`src/rtl/vtsel_pkg.sv`:
```
`default_nettype none

package vtsel_pkg;

    // Residues live below the modulus n+1, which is at most 1024.
    localparam int RES_W = 10;
    localparam int MOD_W = 11;
    localparam int LEN_W = 11;
    localparam int POS_W = 10;

    typedef logic [RES_W-1:0] t_res;
    typedef logic [MOD_W-1:0] t_mod;

    typedef enum logic [1:0] {
        KIND_NONE   = 2'd0,
        KIND_DELETE = 2'd1,
        KIND_CLEAR  = 2'd2,
        KIND_INSERT = 2'd3
    } t_kind;

endpackage

`default_nettype wire

```
`src/rtl/vtsel_bit_store.sv`:
```
`default_nettype none

module vtsel_bit_store #(
    parameter int DEPTH = 1024,
    parameter int AW    = 10
) (
    input  wire logic          i_clk,
    input  wire logic          i_we,
    input  wire logic [AW-1:0] i_waddr,
    input  wire logic          i_wdata,
    input  wire logic [AW-1:0] i_raddr,
    output logic               o_rdata
);

    logic r_mem [DEPTH];

    always_ff @(posedge i_clk) begin
        if (i_we) begin
            r_mem[i_waddr] <= i_wdata;
        end
    end

    // Registered read port.
    always_ff @(posedge i_clk) begin
        o_rdata <= r_mem[i_raddr];
    end

endmodule

`default_nettype wire

```
`src/rtl/vt_code_single_error_locator_unit.sv`:
```
`default_nettype none

// Varshamov-Tenengolts single-error locator.
// Input stream: one received bit per beat in s_axis_tdata[0]; s_axis_tlast marks the
// final bit of a word. Each word yields exactly one result beat on the m_axis side:
// tuser carries the correction kind, tdata carries position, inserted bit and length.
// Config channel (i_cfg_valid/o_cfg_ready/i_cfg_data) writes code length n; it is
// always ready and must only be written while the block is idle.
// Flow: while loading, the block takes one bit a cycle into the bit store as the
// sender offers them, keeping the position-sum residue and ones count mod n+1 on
// the fly. After the last bit, a setup state picks the case, then the scan walks
// the store one bit a cycle, reading its registered read port, and stops on the
// first match or at the end of the word; the emit state then moves the result into
// the output register. Input is not taken during setup, scan and emit.
// The output register holds a finished result while the next word loads; if the
// receiver stalls, the block waits after its scan until that register frees up.
// Reset clears counters, handshake state and sets n to 8; the bit store is not
// cleared since only bits of the current word are ever read.
module vt_code_single_error_locator_unit #(
    parameter int MAX_WORD = 1024
) (
    input  wire logic        i_clk,
    input  wire logic        i_rst_n,
    // config write channel
    input  wire logic        i_cfg_valid,
    output logic             o_cfg_ready,
    input  wire logic [9:0]  i_cfg_data,      // code_length
    // input bit stream
    input  wire logic        s_axis_tvalid,
    output logic             s_axis_tready,
    input  wire logic [7:0]  s_axis_tdata,    // [0] bit_value, [7:1] zero
    input  wire logic        s_axis_tlast,    // last_bit
    // result stream
    output logic             m_axis_tvalid,
    input  wire logic        m_axis_tready,
    output logic [23:0]      m_axis_tdata,    // [9:0] error_position, [10] inserted_bit,
                                              // [21:11] received_length, [23:22] zero
    output logic [1:0]       m_axis_tuser     // [1:0] correction_kind
);

    import vtsel_pkg::*;

    localparam int AW = $clog2(MAX_WORD);
    localparam int CW = $clog2(MAX_WORD + 2);
    localparam int KW = (CW > MOD_W) ? CW + 1 : MOD_W + 1;
    localparam logic [CW-1:0] MAXW  = CW'(MAX_WORD);
    localparam logic [CW-1:0] OVF_C = CW'(MAX_WORD + 1);

    typedef enum logic [1:0] {
        ST_LOAD,
        ST_SETUP,
        ST_SCAN,
        ST_EMIT
    } t_state;

    // ---- modular helpers, operands already below m ----
    function automatic t_res inc_mod(input t_res a, input t_mod m);
        t_mod t;
        t = {1'b0, a} + MOD_W'(1);
        return (t == m) ? '0 : t[RES_W-1:0];
    endfunction

    function automatic t_res dec_mod(input t_res a, input t_mod m);
        t_mod t;
        t = m - MOD_W'(1);
        return (a == '0) ? t[RES_W-1:0] : a - RES_W'(1);
    endfunction

    function automatic t_res add_mod(input t_res a, input t_res b, input t_mod m);
        t_mod t;
        t = {1'b0, a} + {1'b0, b};
        if (t >= m) begin
            t = t - m;
        end
        return t[RES_W-1:0];
    endfunction

    function automatic t_res sub_mod(input t_res a, input t_res b, input t_mod m);
        t_mod t;
        t = ({1'b0, a} + m) - {1'b0, b};
        return (a >= b) ? (a - b) : t[RES_W-1:0];
    endfunction

    t_state          r_state;
    logic [9:0]      r_n;
    logic [CW-1:0]   r_cnt;       // bits of the current word, OVF_C on overflow
    t_res            r_sum;       // position-sum residue
    t_res            r_ones;      // ones count residue
    t_res            r_lpos;      // (index+1) mod m of the next loaded bit
    logic [CW-1:0]   r_len;
    t_kind           r_mode;
    logic [CW-1:0]   r_i;         // scan step
    t_res            r_spos;      // (r_i+1) mod m
    t_res            r_acc;       // running residue of the scan
    logic [AW-1:0]   r_ra;        // store read address, one ahead of r_i
    t_kind           r_res_kind;
    logic [CW-1:0]   r_res_pos;
    logic            r_res_ins;
    logic            r_o_valid;
    t_kind           r_o_kind;
    logic [POS_W-1:0] r_o_pos;
    logic            r_o_ins;
    logic [LEN_W-1:0] r_o_len;

    logic            rd_bit;
    t_mod            m;
    t_res            one_mod;
    t_res            pos_cur;
    logic            accept;
    logic            cnt_full;
    logic            store_we;
    logic            ovf;
    logic [CW-1:0]   len_now;
    logic [KW-1:0]   len_k;
    logic [KW-1:0]   n_k;
    t_kind           n_mode;
    logic            b_eff;
    logic            hit;
    logic            hit_one;
    logic            last_step;
    t_res            n_acc;
    t_res            acc_inc;
    t_mod            ins_sum;
    logic            emit_go;
    logic [CW+POS_W-1:0] pos_ext;
    logic [CW+LEN_W-1:0] len_ext;

    assign m        = {1'b0, r_n} + MOD_W'(1);
    assign one_mod  = (m == MOD_W'(1)) ? '0 : RES_W'(1);
    assign accept   = s_axis_tvalid && s_axis_tready;
    assign cnt_full = (r_cnt >= MAXW);
    assign store_we = accept && !cnt_full;
    assign pos_cur  = (r_cnt == '0) ? one_mod : r_lpos;

    assign o_cfg_ready   = 1'b1;
    assign s_axis_tready = (r_state == ST_LOAD);

    vtsel_bit_store #(
        .DEPTH (MAX_WORD),
        .AW    (AW)
    ) u_store (
        .i_clk   (i_clk),
        .i_we    (store_we),
        .i_waddr (r_cnt[AW-1:0]),
        .i_wdata (s_axis_tdata[0]),
        .i_raddr (r_ra),
        .o_rdata (rd_bit)
    );

    // Pick the case from the word length.
    always_comb begin
        ovf     = (r_cnt == OVF_C);
        len_now = ovf ? MAXW : r_cnt;
        len_k   = KW'(len_now);
        n_k     = KW'(r_n);
        if (ovf) begin
            n_mode = KIND_NONE;
        end else if (len_k == n_k + KW'(1)) begin
            n_mode = KIND_DELETE;
        end else if (len_k == n_k) begin
            n_mode = KIND_CLEAR;
        end else if (len_k + KW'(1) == n_k) begin
            n_mode = KIND_INSERT;
        end else begin
            n_mode = KIND_NONE;
        end
    end

    // One scan step.
    always_comb begin
        b_eff   = (r_i == r_len) ? 1'b0 : rd_bit;
        acc_inc = inc_mod(r_acc, m);
        ins_sum = {1'b0, r_acc} + {1'b0, r_spos};
        hit_one = 1'b0;
        n_acc   = r_acc;
        case (r_mode)
            KIND_DELETE: begin
                // r_acc is (sum - ones to the right) mod m
                hit   = b_eff ? (acc_inc == r_spos) : (r_acc == '0);
                n_acc = b_eff ? acc_inc : r_acc;
            end
            KIND_CLEAR: begin
                hit = b_eff && (r_sum == r_spos);
            end
            KIND_INSERT: begin
                // r_acc is (ones to the right + sum) mod m; a 0 is tried first
                hit     = (r_acc == '0) || (ins_sum == m);
                hit_one = (r_acc != '0);
                n_acc   = b_eff ? dec_mod(r_acc, m) : r_acc;
            end
            default: begin
                hit = 1'b0;
            end
        endcase
        if (r_mode == KIND_INSERT) begin
            last_step = (r_i == r_len);
        end else begin
            last_step = (r_i + CW'(1) == r_len);
        end
    end

    assign emit_go = (r_state == ST_EMIT) && (!r_o_valid || m_axis_tready);
    assign pos_ext = {{POS_W{1'b0}}, r_res_pos};
    assign len_ext = {{LEN_W{1'b0}}, r_len};

    always_ff @(posedge i_clk) begin
        if (!i_rst_n) begin
            r_state   <= ST_LOAD;
            r_n       <= 10'd8;
            r_cnt     <= '0;
            r_sum     <= '0;
            r_ones    <= '0;
            r_ra      <= '0;
            r_mode    <= KIND_NONE;
            r_o_valid <= 1'b0;
        end else begin
            if (i_cfg_valid && o_cfg_ready) begin
                r_n <= i_cfg_data;
            end
            case (r_state)
                ST_LOAD: begin
                    if (accept) begin
                        if (!cnt_full) begin
                            r_cnt  <= r_cnt + CW'(1);
                            r_lpos <= inc_mod(pos_cur, m);
                            if (s_axis_tdata[0]) begin
                                r_sum  <= add_mod(r_sum, pos_cur, m);
                                r_ones <= inc_mod(r_ones, m);
                            end
                        end else begin
                            r_cnt <= OVF_C;
                        end
                        if (s_axis_tlast) begin
                            r_state <= ST_SETUP;
                        end
                    end
                end
                ST_SETUP: begin
                    // store read of bit 0 is issued this cycle
                    r_len  <= len_now;
                    r_mode <= n_mode;
                    r_i    <= '0;
                    r_spos <= one_mod;
                    r_ra   <= AW'(1);
                    r_acc  <= (n_mode == KIND_DELETE) ? sub_mod(r_sum, r_ones, m)
                                                      : add_mod(r_sum, r_ones, m);
                    r_res_kind <= KIND_NONE;
                    r_res_pos  <= '0;
                    r_res_ins  <= 1'b0;
                    r_state    <= (n_mode == KIND_NONE) ? ST_EMIT : ST_SCAN;
                end
                ST_SCAN: begin
                    r_i    <= r_i + CW'(1);
                    r_spos <= inc_mod(r_spos, m);
                    r_ra   <= r_ra + AW'(1);
                    r_acc  <= n_acc;
                    if (hit) begin
                        r_res_kind <= r_mode;
                        r_res_pos  <= r_i;
                        r_res_ins  <= hit_one;
                        r_state    <= ST_EMIT;
                    end else if (last_step) begin
                        r_state <= ST_EMIT;
                    end
                end
                ST_EMIT: begin
                    if (emit_go) begin
                        r_cnt   <= '0;
                        r_sum   <= '0;
                        r_ones  <= '0;
                        r_ra    <= '0;
                        r_state <= ST_LOAD;
                    end
                end
                default: begin
                    r_state <= ST_LOAD;
                end
            endcase
            if (emit_go) begin
                r_o_valid <= 1'b1;
            end else if (m_axis_tready) begin
                r_o_valid <= 1'b0;
            end
        end
    end

    // Output payload, no reset needed.
    always_ff @(posedge i_clk) begin
        if (emit_go) begin
            r_o_kind <= r_res_kind;
            r_o_pos  <= pos_ext[POS_W-1:0];
            r_o_ins  <= r_res_ins;
            r_o_len  <= len_ext[LEN_W-1:0];
        end
    end

    assign m_axis_tvalid = r_o_valid;
    assign m_axis_tuser  = r_o_kind;
    assign m_axis_tdata  = {2'b00, r_o_len, r_o_ins, r_o_pos};

    // ---- assertions ----
    a_res_bounds: assert property (@(posedge i_clk) disable iff (!i_rst_n)
        (r_state == ST_SCAN) |-> ({1'b0, r_acc} < m) && ({1'b0, r_spos} < m))
        else $error("scan residue out of range");

    a_step_bound: assert property (@(posedge i_clk) disable iff (!i_rst_n)
        (r_state == ST_SCAN) |-> (r_i <= r_len) && (r_mode != KIND_NONE))
        else $error("scan ran past the word");

    a_none_clean: assert property (@(posedge i_clk) disable iff (!i_rst_n)
        (r_o_valid && (r_o_kind == KIND_NONE)) |-> (r_o_pos == '0) && !r_o_ins)
        else $error("no-correction result carries a position");

    a_ins_only: assert property (@(posedge i_clk) disable iff (!i_rst_n)
        (r_o_valid && r_o_ins) |-> (r_o_kind == KIND_INSERT))
        else $error("inserted bit set without insert kind");

    a_cnt_bound: assert property (@(posedge i_clk) disable iff (!i_rst_n)
        $rose(r_state == ST_SETUP) |-> (r_cnt != '0) && (r_cnt <= OVF_C))
        else $error("bit count out of range at end of word");

endmodule

`default_nettype wire

```
`config.mk`:
```
export PLATFORM = sky130hd
export DESIGN_NAME = vt_code_single_error_locator_unit
export DESIGN_NICKNAME = d
export VERILOG_FILES = /design/src/rtl/vtsel_pkg.sv /design/src/rtl/vtsel_bit_store.sv /design/src/rtl/vt_code_single_error_locator_unit.sv
export SDC_FILE = /design/constraint.sdc
export NUM_CORES = 2
export LEC_CHECK = 0
export ABC_AREA = 1
export BUFFER_PORTS_ARGS = -buffer_cell sky130_fd_sc_hd__buf_2
export CORE_ASPECT_RATIO = 1.75
export CORE_UTILIZATION = 58
export DETAILED_ROUTE_END_ITERATION = 12
export HOLD_SLACK_MARGIN = 0.06
export PLACE_DENSITY = 0.77
export SLEW_MARGIN = 5
export SYNTH_ARGS = -nofsm -noshare
export SYNTH_HDL_FRONTEND = slang
export SYNTH_HIERARCHICAL = 1
export SYNTH_SLANG_ARGS = --single-unit
```
`constraint.sdc`:
```
create_clock -name i_clk -period 4.7 [get_ports i_clk]
set_clock_uncertainty 0.05 [all_clocks]
set_input_delay 0.94 -clock i_clk [delete_from_list [all_inputs] [get_ports i_clk]]
set_output_delay 0.94 -clock i_clk [all_outputs]
set_load 0.01 [all_outputs]
```
==> metrics.cfg <==
[run_status]
status=finished clean

[synthesis]
synthFlopType=edfxtp_1
synth_area_um2=59100
ys_async_sr_fraction_pct=0
yosysTopAreaCellShare_pct=56.6
synth_common_cells=nand2_1, nor2_1, edfxtp_1, nand3_1, inv_1
post-synth-top-count-cell=nand2_1
syn_avg_cell_area_um2=9.21
syn_inst=6414
seq_area_frac_synth_pct=58.5
synth_warnings=6
yosys.area.top_type=edfxtp_1
ys_seq_elements=1170
ys_types=65
synth.area.top_cells=edfxtp_1, nand3_1, nand2_1, nor2_1, dfxtp_1
synth_edf_count=1113

[floorplan]
die_h_um=424
pin_count=53
num_rows=154
start_util_pct=58.6
core-area_um2=101000
die_w_um=243
dieArea_um2=103000

[clocking]
holdBufCountCts=0
clk_pin_slew_ns=0.07
cts-buffers-inserted=103
cts_max_path_buffers=3
cts_tree=built
clk-insertion-delay-late_ns=0.77
clockRootBuffer=clkbuf_16
cts-htree-levels=3
cts.sinks=1170

[layout]
area_growth_pct=9.48
n_fill_cell=7916
drive_gt1_share_pct=9.37
nets=6494

[sta]
final_max_slew_viol_count=0
post-route-period-util_pct=99.3
relSlewSlack_pct=11.6
tightest_slew_ns=1.32
grt_setup_unrepaired=true
setup_violations=0
fin_ws_ns=0.0312
hold_violations=0
min_period_ns=4.67
fmax_mhz=214

[routing]
avgRoutedWirePerCell_um=23.2
dr.pass1.iters=9
wirelength_um=180000
ant_nets=0
vias=47600
drt_iter0_drc=6261
vias_per_cell=6.12
drc=0

[global_route]
grtUsageTotal_pct=34.5
grt_pass1_vias=46100
gr-total-overflow=0
antenna_found_initial=4
grt_pass1_wl_um=267000
grt_max_degree=282

[worst_setup_path]
slowest_stage=dfxtp_2
cp_slowest_stage_delay_ns=0.36
critPathArrivalTime_ns=5.16
critical_path.max_fanout=3
endpoint_kind=register
crit_type=reg -> reg
required_ns=5.19
path_common_cell=buf_4
crit_path_start_kind=register

[run]
maxCapViolCount=0

[placement]
pre_cts_slack_ns=-0.539
gp_congestion=0.990
port_buffers=42
dp_hpwl_um=106000

[hold_path]
hp-class=reg -> reg

[power_and_ir_drop]
static-leakage-power_uw=0.0232
p_per_area_nw_per_um2=474
peakVddDrop_mv=0.469
p_total_uw=30600

[stage by stage]
step | setup TNS, ns | instances | util, % | area, um2 | hold slack [ns]
after floorplan | 0 | 6415 | - | 59100 | 0.350
after global placement | -4.88 | 7561 | 60.2 | 60700 | 0.353
after detailed placement | -4.98 | 7561 | 60.2 | 60700 | 0.356
after CTS | -0.358 | 7777 | 64.1 | 64600 | 0.375
after global routing | -1.84 | 7782 | 64.2 | 64700 | 0.377
final | 0 | 7784 | 64.2 | 64700 | 0.378
[logic make-up after synthesis]
group                      Yosys count  synth area share [%]
AOI/OAI and AO/OA                  308                  2.95
DFF                               1170                  58.5
muxes                                1                0.0169
xor gates and xnor gates           144                  2.20
other                                2                0.0127
and+or+nand+nor                   3915                  28.0
buffers and inverters              769                  5.91
adders and majority gates          105                  2.41
[final cells by class]
class / count / area (um2) / area share [%]
Antenna cell: 3 / 7.51 / 0.0116
Tap cell: 1326 / 1660 / 2.57
Timing Repair Buffer: 300 / 2350 / 3.64
Sequential cell: 1170 / 34600 / 53.5
Clock inverter: 71 / 848 / 1.31
Multi-Input combinational cell: 4476 / 21300 / 33.0
Clock buffer: 124 / 2700 / 4.17
Inverter: 314 / 1210 / 1.87
[layer usage]
layer | wire length (um) | global-route usage [%] | vias up
met5 | 22 | 0 | -
met4 | 18000 | 30.7 | 4
met3 | 16100 | 5.26 | 821
met2 | 89100 | 58.7 | 2729
met1 | 57200 | 37.2 | 22700
li1 | - | - | 21400
[worst paths after layout]
check                                   from               endpoint  slack (ns)  cells after the start
setup / recovery         r_n[0]$_SDFFE_PN0P_  r_sum[6]$_SDFFE_PN0P_        0.03                     32
hold / removal    r_res_pos[3]$_SDFFCE_PN0P_   r_o_pos[3]$_DFFE_PP_        0.38                      0
setup reg to reg         r_n[0]$_SDFFE_PN0P_  r_sum[6]$_SDFFE_PN0P_        0.03                     32
hold reg to reg   r_res_pos[3]$_SDFFCE_PN0P_   r_o_pos[3]$_DFFE_PP_        0.38                      0
[cells in the final DEF, fill, tap and decap left out, types with 7 or more instances in the layout]
cell type      n
buf_4        238
nor3_1        54
ha_1          86
clkinv_4       7
bufinv_16     10
nand3_2       10
xnor2_1       30
dfxtp_1       45
nand4_1       34
clkbuf_1      17
o21bai_1      11
nor2_1      1196
nand3_1     1097
nor3_2         7
nand2_2       40
clkinv_2      16
nor2_2         7
nand2_1     1418
buf_12        14
fa_1          14
buf_2         41
clkinvlp_4    15
o21ai_0       99
xor2_1       106
clkbuf_16    103
a211oi_1       7
inv_1        292
edfxtp_1    1113
a21oi_1      126
dfxtp_2        8
nand2_4        8
inv_2         14
o211ai_1      18
clkinv_1      16
nor4_1        14
[report_power, final]
part / switching (uW) / internal (uW) / total, uW / leakage, uW
Clock: 4090 / 4750 / 8840 / 0.00167
Sequential: 390 / 11800 / 12200 / 0.0105
Combinational: 6420 / 3210 / 9630 / 0.0110
Total: 10900 / 19700 / 30600 / 0.0232
[registers in the layout, indices dropped and copies added (netlist names), 11 cells and up]
name,count
r_cnt,11
r_i,11
r_len,11
r_o_len,11
u_store/r_mem,1024
[timing repair]
| action | CTS | global route |
|---|---|---|
| gates resized for setup | 32 | 24 |
| endpoints found under the setup margin | 10 | 10 |
| gates cloned | 1 | 0 |
| pin swaps | 22 | 35 |
| buffers inserted | 20 | 4 |
[worst max-delay path, delay by kind of cell, from the launching register on]
kind	cells	cell delay (ns)
DFF	1	0.36
and+or+nand+nor	6	0.70
AOI/OAI and AO/OA	6	0.61
adders and majority gates	3	0.55
buffers and inverters	15	1.81
xor gates and xnor gates	2	0.41
(Power assumes the default switching activity.)
